`src/design/spmq_pkg.sv`:
```
package spmq_pkg;

	localparam int unsigned OP_W       = 2;
	localparam int unsigned PRIO_W     = 8;
	localparam int unsigned TAG_IO_W   = 16;
	localparam int unsigned STATUS_W   = 2;
	localparam int unsigned OCC_W      = 5;

	localparam logic [OP_W-1:0] OP_WRITE = 2'd0;
	localparam logic [OP_W-1:0] OP_READ  = 2'd1;
	localparam logic [OP_W-1:0] OP_CLEAR = 2'd2;

	localparam logic [STATUS_W-1:0] ST_OK    = 2'd0;
	localparam logic [STATUS_W-1:0] ST_EMPTY = 2'd1;
	localparam logic [STATUS_W-1:0] ST_FULL  = 2'd2;

	typedef struct packed {
		logic [OP_W-1:0]     op;
		logic                ordered;
		logic [PRIO_W-1:0]   priority_req;
		logic [TAG_IO_W-1:0] tag;
	} req_word_t;

	typedef struct packed {
		logic [STATUS_W-1:0] status;
		logic [TAG_IO_W-1:0] head_tag;
		logic [PRIO_W-1:0]   head_priority;
		logic [OCC_W-1:0]    occupancy;
	} rsp_word_t;

	// Per-cell update select; load has priority over the two shifts.
	typedef struct packed {
		logic load;
		logic from_left;
		logic from_right;
	} cell_ctl_t;

endpackage

```
`src/design/stable_priority_message_queue_unit.sv`:
```
// Stable priority message queue.
// Request channel (req_valid, req_stall, req_word) carries one command word:
// write, read-and-remove-head, or clear. Response channel (rsp_valid,
// rsp_stall, rsp_word) returns exactly one word per command with status,
// the removed head entry on a read, and the occupancy after the command.
// Entries live in a row of cells kept in service order. An ordered write
// compares its priority against every held cell at once, finds the first
// strictly greater one and shifts the tail right by one cell; an unordered
// write goes to the tail, and a read shifts every cell left. A command is
// captured in an input register and executed once the output register can
// take a word; its response then lands in the output register and rsp_valid
// rises. One command is accepted per cycle while the receiver does not stall;
// the cell row and count update in the same cycle the response is written.
// When the receiver stalls, the response register holds its word; an empty
// input register still takes one more command, after which req_stall rises.
// Reset empties the queue; cell contents are not cleared and are never read
// before being written.
module stable_priority_message_queue_unit import spmq_pkg::*; #(
	parameter int unsigned QUEUE_DEPTH = 16,
	parameter int unsigned TAG_WIDTH   = 16
) (
	input  logic      clk,
	input  logic      arst_n,
	input  logic      req_valid,
	output logic      req_stall,
	input  req_word_t req_word,
	output logic      rsp_valid,
	input  logic      rsp_stall,
	output rsp_word_t rsp_word
);

	localparam int unsigned CNT_W = $clog2(QUEUE_DEPTH + 1);
	localparam logic [CNT_W-1:0] CNT_MAX = CNT_W'(QUEUE_DEPTH);

	req_word_t        req_s1;
	logic             valid_s1;
	rsp_word_t        rsp_q;
	rsp_word_t        rsp_next;
	logic             rsp_valid_q;
	logic [CNT_W-1:0] count_q;
	logic [CNT_W-1:0] count_next;

	logic advance;
	logic exec;
	logic full;
	logic empty;
	logic do_wr;
	logic do_rd;

	logic [TAG_WIDTH-1:0] new_tag;

	logic [PRIO_W-1:0]    cell_prio [QUEUE_DEPTH];
	logic [TAG_WIDTH-1:0] cell_tag  [QUEUE_DEPTH];
	logic [QUEUE_DEPTH-1:0] greater;
	logic [QUEUE_DEPTH-1:0] hit;
	logic [QUEUE_DEPTH-1:0] seen;
	logic                   any_hit;
	cell_ctl_t              ctl [QUEUE_DEPTH];

	assign advance   = !rsp_valid_q || !rsp_stall;
	assign req_stall = valid_s1 && !advance;
	assign exec      = valid_s1 && advance;
	assign full      = count_q == CNT_MAX;
	assign empty     = count_q == '0;
	assign do_wr     = exec && (req_s1.op == OP_WRITE) && !full;
	assign do_rd     = exec && (req_s1.op == OP_READ) && !empty;
	assign new_tag   = TAG_WIDTH'(req_s1.tag);

	// First held entry with a strictly greater priority marks the insert point.
	always_comb begin
		for (int i = 0; i < QUEUE_DEPTH; i++) begin
			hit[i] = req_s1.ordered && (CNT_W'(i) < count_q) && greater[i];
		end
		seen[0] = hit[0];
		for (int i = 1; i < QUEUE_DEPTH; i++) begin
			seen[i] = seen[i-1] || hit[i];
		end
		any_hit = seen[QUEUE_DEPTH-1];
	end

	always_comb begin
		for (int i = 0; i < QUEUE_DEPTH; i++) begin
			ctl[i].load       = do_wr && ((hit[i] && ((i == 0) || !seen[(i == 0) ? 0 : i-1]))
			                    || (!any_hit && (CNT_W'(i) == count_q)));
			ctl[i].from_left  = do_wr && (i != 0) && seen[(i == 0) ? 0 : i-1];
			ctl[i].from_right = do_rd && (i != QUEUE_DEPTH - 1);
		end
	end

	for (genvar g = 0; g < QUEUE_DEPTH; g++) begin : g_cell
		localparam int unsigned L = (g == 0) ? 0 : g - 1;
		localparam int unsigned R = (g == QUEUE_DEPTH - 1) ? g : g + 1;

		spmq_cell #(
			.TAG_WIDTH(TAG_WIDTH)
		) u_cell (
			.clk       (clk),
			.ctl       (ctl[g]),
			.new_prio  (req_s1.priority_req),
			.new_tag   (new_tag),
			.left_prio (cell_prio[L]),
			.left_tag  (cell_tag[L]),
			.right_prio(cell_prio[R]),
			.right_tag (cell_tag[R]),
			.greater   (greater[g]),
			.prio      (cell_prio[g]),
			.tag       (cell_tag[g])
		);
	end

	always_comb begin
		count_next = count_q;
		if (exec) begin
			unique case (req_s1.op)
				OP_WRITE: if (!full)  count_next = count_q + 1'b1;
				OP_READ:  if (!empty) count_next = count_q - 1'b1;
				OP_CLEAR: count_next = '0;
				default:  count_next = count_q;
			endcase
		end
	end

	always_comb begin
		rsp_next           = '0;
		rsp_next.status    = ST_OK;
		rsp_next.occupancy = OCC_W'(count_next);
		if (req_s1.op == OP_WRITE && full) begin
			rsp_next.status = ST_FULL;
		end
		if (req_s1.op == OP_READ) begin
			if (empty) begin
				rsp_next.status = ST_EMPTY;
			end else begin
				rsp_next.head_tag      = TAG_IO_W'(cell_tag[0]);
				rsp_next.head_priority = cell_prio[0];
			end
		end
	end

	always_ff @(posedge clk or negedge arst_n) begin
		if (!arst_n) begin
			valid_s1    <= 1'b0;
			rsp_valid_q <= 1'b0;
			count_q     <= '0;
		end else begin
			if (!req_stall) begin
				valid_s1 <= req_valid;
			end
			if (advance) begin
				rsp_valid_q <= valid_s1;
			end
			count_q <= count_next;
		end
	end

	always_ff @(posedge clk) begin
		if (req_valid && !req_stall) begin
			req_s1 <= req_word;
		end
		if (exec) begin
			rsp_q <= rsp_next;
		end
	end

	assign rsp_valid = rsp_valid_q;
	assign rsp_word  = rsp_q;

	a_count_bound: assert property (@(posedge clk) disable iff (!arst_n)
		count_q <= CNT_MAX)
		else $error("entry count above queue depth");

	a_full_occ: assert property (@(posedge clk) disable iff (!arst_n)
		rsp_valid && rsp_word.status == ST_FULL |-> rsp_word.occupancy == OCC_W'(QUEUE_DEPTH))
		else $error("dropped write reported with queue not full");

	a_empty_occ: assert property (@(posedge clk) disable iff (!arst_n)
		rsp_valid && rsp_word.status == ST_EMPTY |-> rsp_word.occupancy == '0)
		else $error("empty read reported with entries held");

	a_pop_count: assert property (@(posedge clk) disable iff (!arst_n)
		do_rd |=> count_q == $past(count_q) - 1'b1)
		else $error("read did not remove exactly one entry");

endmodule

```
`src/design/spmq_cell.sv`:
```
module spmq_cell import spmq_pkg::*; #(
	parameter int unsigned TAG_WIDTH = 16
) (
	input  logic                 clk,
	input  cell_ctl_t            ctl,
	input  logic [PRIO_W-1:0]    new_prio,
	input  logic [TAG_WIDTH-1:0] new_tag,
	input  logic [PRIO_W-1:0]    left_prio,
	input  logic [TAG_WIDTH-1:0] left_tag,
	input  logic [PRIO_W-1:0]    right_prio,
	input  logic [TAG_WIDTH-1:0] right_tag,
	output logic                 greater,
	output logic [PRIO_W-1:0]    prio,
	output logic [TAG_WIDTH-1:0] tag
);

	logic [PRIO_W-1:0]    prio_q;
	logic [TAG_WIDTH-1:0] tag_q;

	assign greater = prio_q > new_prio;
	assign prio    = prio_q;
	assign tag     = tag_q;

	always_ff @(posedge clk) begin
		priority if (ctl.load) begin
			prio_q <= new_prio;
			tag_q  <= new_tag;
		end else if (ctl.from_left) begin
			prio_q <= left_prio;
			tag_q  <= left_tag;
		end else if (ctl.from_right) begin
			prio_q <= right_prio;
			tag_q  <= right_tag;
		end else begin
			prio_q <= prio_q;
			tag_q  <= tag_q;
		end
	end

endmodule

```
`config.mk`:
```
export PLATFORM = sky130hd
export DESIGN_NAME = stable_priority_message_queue_unit
export DESIGN_NICKNAME = d
export VERILOG_FILES = /design/src/design/spmq_pkg.sv /design/src/design/stable_priority_message_queue_unit.sv /design/src/design/spmq_cell.sv
export SDC_FILE = /design/constraint.sdc
export NUM_CORES = 1
export LEC_CHECK = 0
export ABC_AREA = 1
export BUFFER_PORTS_ARGS = -buffer_cell sky130_fd_sc_hd__buf_2
export CAP_MARGIN = 20
export CELL_PAD_IN_SITES_DETAIL_PLACEMENT = 1
export CELL_PAD_IN_SITES_GLOBAL_PLACEMENT = 2
export CORE_ASPECT_RATIO = 0.9
export CORE_MARGIN = 4
export CORE_UTILIZATION = 40
export CTS_CLUSTER_DIAMETER = 80
export CTS_CLUSTER_SIZE = 40
export DETAILED_ROUTE_END_ITERATION = 8
export GPL_TIMING_DRIVEN = 1
export PLACE_DENSITY = 0.91
export SLEW_MARGIN = 10
export SYNTH_ARGS = -nofsm -noshare
export SYNTH_HDL_FRONTEND = slang
export SYNTH_SLANG_ARGS = --single-unit
export TNS_END_PERCENT = 10
```
`constraint.sdc`:
```
create_clock -name clk -period 6.6 [get_ports clk]
set_input_delay 0.33 -clock clk [delete_from_list [all_inputs] [get_ports clk]]
set_output_delay 0.33 -clock clk [all_outputs]
set_load 0.05 [all_outputs]
```
# == Word level (Yosys, flattened, before mapping) ==
# Index checks and enable logic that the tools add are counted.
# word_totals
n_memories,0
out_inout_bits,33
latch_bits,0
ff_bits,449
in_bits,31
ram_bits,0
romBits,0
elab_cells,371
# op_classes
n_eq_ne,18
n_shift,0
n_reduce_logical,175
addsub,2
order_cmp,32
div,0
mul,0
bitwise,1
mux,100
# op_table
cell,n
two-way mux 16 bit,46
two-way mux 8 bit,46
greater-than comparator 8 bit,16
logical AND 1 bit,102
nonzero test 3 bit,14
== test 4 x 5 -> 1 bit (first input constant),8
< comparator 4 x 5 -> 1 bit (first input constant),8
logical OR 1 bit,32
two-way mux 26 bit,1
two-way mux 24 bit,1
zero test 1 bit,22
== test 3 x 5 -> 1 bit (first input constant),4
< comparator 3 x 5 -> 1 bit (first input constant),4
two-way mux 5 bit,3
case mux 5 bit (3 select lines),1
== test 2 x 5 -> 1 bit (first input constant),2
< comparator 1 x 5 -> 1 bit (first input constant),2
< comparator 2 x 5 -> 1 bit (first input constant),2
adder 5 x 1 -> 5 bit (second input constant),1
== test 1 x 5 -> 1 bit (first input constant),1
== test 5 bit (second input constant),1
zero test 5 bit,1
subtractor 5 x 1 -> 5 bit (second input constant),1
two-way mux 2 bit,2
6 further kinds,7

# == Longest topological paths before layout ==
# depth
word_depth,23
mapped_depth,24
depth_no_buf,23

# == Modules after synthesis ==
# A second synthesis with hierarchy kept.
# unflattened
hier_cells,2966
area_unflattened_um2,26494.2
# modules_own_cells
mod,cells_per_inst,seq_area_each_um2,area_per_inst_um2,n_inst
spmq_cell,163,720.7,1443.9,16
stable_priority_message_queue_unit,358,1916.8,3392.0,1

# == Least setup slack after synthesis ==
# Ideal clock, no wire load.
# synth_timing
path_type,register to register
start,register rsp_valid_q (netlist: rsp_valid)
end,"register g_cell[12].u_cell.prio_q[0], enable pin"
stages_incl_launch_ff,9
setup_ns,0.385
setup_slack_ns,1.624
path_buffers,3
synth_period_minus_slack_ns,4.976
required_ns,6.215
arrival_ns,4.591
path_cell_list,dfrtp_1 a21oi_1 nand2_1 inv_1 buf_2 buf_2 nand4_1 clkbuf_1 nand3_1
# synth_via
elab_chain_len,7
word_cells_on_any_way,10
cone_classes,reduce/logical: 10
# synth_rtl
item,line_no,text
from (decl),stable_priority_message_queue_unit.sv:39,logic rsp_valid_q;
from (signal assigned),stable_priority_message_queue_unit.sv:150,rsp_valid_q <= valid_s1;
zero test 1 bit (*),stable_priority_message_queue_unit.sv:60,assign advance = !rsp_valid_q || !rsp_stall;
logical OR 1 bit (*),stable_priority_message_queue_unit.sv:60,
logical AND 1 bit (*),stable_priority_message_queue_unit.sv:62,assign exec = valid_s1 && advance;
net exec,stable_priority_message_queue_unit.sv:44,logic exec;
logical AND 1 bit (2 in series),stable_priority_message_queue_unit.sv:65,assign do_wr = exec && (req_s1.op == OP_WRITE) && !full;
logical AND 1 bit (on tied branches),"stable_priority_message_queue_unit.sv:85, stable_priority_message_queue_unit.sv:83",
nonzero test 3 bit (no line) (*),n/a,
to (signal assigned),spmq_cell.sv:26,prio_q <= new_prio;
to (signal assigned),spmq_cell.sv:29,prio_q <= left_prio;
to (signal assigned),spmq_cell.sv:32,prio_q <= right_prio;
to (decl),spmq_cell.sv:17,logic [PRIO_W-1:0] prio_q;
# Mark *: on every way through the listed nets, which the timed path passes. The rest lies on a longest branch.
# A chain may end at the register's enable or synchronous reset.

# == Final worst setup path ==
# layout_timing
start,register req_s1[19] (netlist name)
end,"register g_cell[7].u_cell.tag_q[1], enable pin"
# layout_via
elab_chain_len,22
word_cells_on_any_way,55
cone_classes,order compare: 16; reduce/logical: 39
# layout_rtl
item,line_no,text
from (decl),stable_priority_message_queue_unit.sv:35,req_word_t req_s1;
from (signal assigned),stable_priority_message_queue_unit.sv:158,req_s1 <= req_word;
greater-than comparator 8 bit,spmq_cell.sv:20,assign greater = prio_q > new_prio;
logical AND 1 bit,stable_priority_message_queue_unit.sv:72,hit[i] = req_s1.ordered && (CNT_W'(i) < count_q) && greater[i];
logical OR 1 bit (15 in series),stable_priority_message_queue_unit.sv:76,seen[i] = seen[i-1] || hit[i];
zero test 1 bit,stable_priority_message_queue_unit.sv:84,|| (!any_hit && (CNT_W'(i) == count_q)));
logical AND 1 bit,stable_priority_message_queue_unit.sv:84,
logical OR 1 bit,stable_priority_message_queue_unit.sv:84,
logical AND 1 bit,stable_priority_message_queue_unit.sv:83,ctl[i].load = do_wr && ((hit[i] && ((i == 0) || !seen[(i == 0) ? 0 : i-1]))
nonzero test 3 bit (no line) (*),n/a,
to (signal assigned),spmq_cell.sv:27,tag_q <= new_tag;
to (signal assigned),spmq_cell.sv:30,tag_q <= left_tag;
to (signal assigned),spmq_cell.sv:33,tag_q <= right_tag;
to (decl),spmq_cell.sv:18,logic [TAG_WIDTH-1:0] tag_q;
# Mark *: on every way between the ends. The rest lies on a longest branch, timed or not.

==> results.json <==
{
  "yosys.cell_types.count": 45,
  "dpl_worst_slack_ns": 1.429,
  "grt.total_usage_pct": 28.72,
  "crit_slowest_cell": "edfxtp_1",
  "transition_time_of_the_tightest_slew_check_pin_ns": 1.142,
  "top_level_ports": 64,
  "post_drt_via_cell_ratio": 6.046,
  "critPathBufInv": 6,
  "clock_path_buffers": 3,
  "setup_repair_after_global_routing_missed_its_margin": "no",
  "pd_cells_mw_per_mm2": 268.5,
  "worst_slack_setup_final_ns": 1.323,
  "startpoint_of_the_worst_slack_reg_to_reg_timing_path": "req_s1[19]",
  "clock_insertion_delay_worst_skew_ns": 0.63,
  "clock_sink_count": 449,
  "finalCriticalPeriod_ns": 5.277,
  "clock_skew_ns": 0.02949,
  "crit_path_max_fanout": 25,
  "met3_length_um": 11320,
  "antennaDiodeCount": 0,
  "slew_violations": 0,
  "number_of_antenna_violations_at_the_first_check_in_global_routing": 0,
  "setup-tns-final_ns": 0,
  "dieArea_sq_mm": 0.07402,
  "run_status": "finished clean",
  "yosys_most_used_dff": "edfxtp_1",
  "slew_headroom_pct": 23.89,
  "critical_path.cell_chain": "inv_1, buf_4, ha_1, nand2_1, inv_1, nand2_1, nand2_1, nand2_1, a21oi_1, nor2_4, nand4_4, nor2_4, nand4_4, nor2_4, nand4_4, nor2_8, buf_4, nand4_4, buf_4, nand4_1, buf_12",
  "met2WireLength_um": 46660,
  "die_width_um": 286.3,
  "drt_iter0_markers": 3700,
  "syn_nets": 3376,
  "synth.avg_cell_area_sq_um": 8.683,
  "tritoncts": "yes",
  "fin_nets": 3347,
  "clk_pin_slew_worst_paths_ns": 0.10,
  "largest_net_degree_at_the_start_of_global_routing": 146,
  "worst_setup_path_startpoint": "req_s1[19]",
  "final-hold-violation-count": 0,
  "ys.warnings.count": 0,
  "critical_path_s_top_delay_family": "simple AND/OR/NAND/NOR gates",
  "most_common_cell_after_layout_fill_and_taps_aside": "nand2_1",
  "postSynthCellCount": 3212,
  "remaining_overflow_grt": 0,
  "detail_route.wirelength.met1_um": 46790,
  "dr_total_vias": 25001,
  "antenna_violating_nets_post_route": 0,
  "place.detailed.hpwl_um": 74200,
  "final.fill_count": 8088,
  "worst_ep_required_time_ns": 6.93,
  "critPathCaptureType": "flop",
  "async_flop_share_pct": 1.559,
  "ys_ff_latch": 449,
  "highest_layer": "met4",
  "ir_drop_mv": 0.1844,
  "port_buffers": 63,
  "finalSetupViolCount": 0,
  "startpoint_type": "flop",
  "worstReg2RegEnd": "g_cell[7].u_cell.tag[1]",
  "timing.reg2reg.setup_slack_ns": 1.32,
  "floorplan.rows": 91,
  "clock_tree.htree_level_count": 1,
  "synth_edf_count": 442,
  "worst_ep_arrival_time_ns": 5.61,
  "finalWirelength_um": 108700,
  "worst_slack_on_hold_paths_ns": 0.1057,
  "area_delta_synth_final_pct": 9.062,
  "number_of_buffers_inserted_during_clock_tree_synthesis": 29,
  "number_of_drc_violations_after_detailed_routing": 0,
  "crit_path_end": "g_cell[7].u_cell.tag[1]",
  "timing.reg2reg.worst_path_depth": 21,
  "die_y_um": 258.5,
  "floorplan.initialDensity_pct": 40.56,
  "finalCritPeriodShare_pct": 79.95,
  "cp.depth": 21,
  "cell_at_the_root_of_the_clock_tree": "clkbuf_16",
  "crit_type": "reg2reg",
  "design.core.area_sq_mm": 0.06877,
  "drt-pass1-iter-count": 5,
  "first_global_vias": 24739,
  "grt_first_pass_wirelength_um": 161200,
  "finalWeightedCongestion": 0.9059,
  "max_clock_freq_mhz": 189.5,
  "mostFrequentLayoutCells": "809 x nand2_1, 686 x nand3_1, 442 x edfxtp_1",
  "cts_setup_buffers": 0,
  "final_layout_size_suffix_gt1_share_pct": 11.79,
  "worstHoldPathType": "in2async",
  "syn_area_sq_mm": 0.02789,
  "drt-wirelength-per-cell_um": 26.28,
  "static-leakage-power_nw": 12.97,
  "cp_slowest_stage_delay_ns": 1.05,
  "yosysSeqAreaShare_pct": 48.22,
  "drv.max_cap_violation_count": 0
}
## Yosys cell counts, types with 2 or more instances
cell	instances	share of area, %
xor2_1	2	0.063
or2_2	6	0.13
nand4_1	30	0.67
nand4_2	2	0.090
a21oi_1	94	1.7
o21ai_0	160	2.9
mux2_2	111	4.5
or3_1	4	0.090
a31oi_1	23	0.52
o21a_1	5	0.13
nand3b_1	3	0.081
clkbuf_1	155	2.1
buf_2	50	0.90
buf_1	14	0.19
buf_4	20	0.54
dfrtp_1	7	0.63
nor3_1	6	0.11
o21ai_1	38	0.68
nand2_2	15	0.34
nor2_4	5	0.20
o211ai_1	14	0.38
edfxtp_1	442	48
nor4_1	2	0.045
inv_2	6	0.081
inv_1	197	2.7
nand4_4	11	0.84
buf_6	9	0.36
nand3_1	687	12
nand3_2	2	0.072
nor2_1	136	1.8
ha_1	133	6.0
nand2_1	809	11
a21o_1	2	0.054
## worst min-delay path by stage
stage | to | cells after the start
finish | rsp_valid | 2
floorplan | count_q[0] | 0
global placement | rsp_valid | 1
CTS | valid_s1 | 2
global route | rsp_valid | 2
detailed placement | valid_s1 | 1
## worst register-to-register path, delay by kind of cell (launching register included)
| kind | cells | cell delay, ns |
|---|---|---|
| compound gates | 1 | 0.15 |
| fa+ha+maj | 1 | 0.34 |
| buf+inv | 6 | 1.30 |
| flops | 1 | 1.05 |
| simple gates | 13 | 2.13 |
## cell type report
cell class / count / area, sq um / area share [%]
repair buffers: 189 / 1451 / 4.771
well taps: 930 / 1164 / 3.825
flip-flops and latches: 449 / 13450 / 44.21
clock inverters: 24 / 306.5 / 1.008
multi-input cells: 2310 / 12540 / 41.24
clock buffers: 29 / 725.7 / 2.386
inverters: 204 / 778.2 / 2.559
## power by group
group / total (mW) / switching, mW / internal (mW)
clock: 2.13 / 1.21 / 0.923
combinational: 2.15 / 1.49 / 0.665
sequential: 3.88 / 0.307 / 3.58
## logic make-up after synthesis
| logic type | synth area share, % |
|---|---|
| AOI/OAI and AO/OA | 6.491 |
| xor gates and xnor gates | 0.06282 |
| adders and majority gates | 5.967 |
| buffers and inverters | 6.909 |
| DFF | 48.22 |
| muxes | 4.482 |
| and+or+nand+nor | 27.87 |
## routing by layer
metal  track usage, %  vias up
met3            5.708      186
met4            8.787        0
met2            43.14     1251
li1                 -    11073
met5                0        -
met1            41.98    12491
## repair_timing
action,in CTS,in global routing
endpoints found under the hold margin,36,0
endpoints found under the setup margin,0,0
hold buffers,30,0
gates resized for setup,0,0
## state kept, by name, indices dropped and copies added, names as in the netlist
name	cells
req_s1	11
new_tag	16
g_cell.u_cell.tag	256
rsp_word	31
count_q	5
valid_s1	1
g_cell.u_cell.prio	128
rsp_valid	1
## per-stage QoR
stage	util, %	instance area, sq um	std cells	power (mW)
2_1_floorplan	-	27890	3212	5.231
3_3_place_gp	42.23	29040	4050	5.914
3_5_place_dp	42.23	29040	4050	6.026
4_1_cts	44.17	30380	4133	8.118
5_1_grt	44.23	30420	4135	8.496
6_report	44.23	30420	4135	8.167
(Power assumes the default switching activity.)
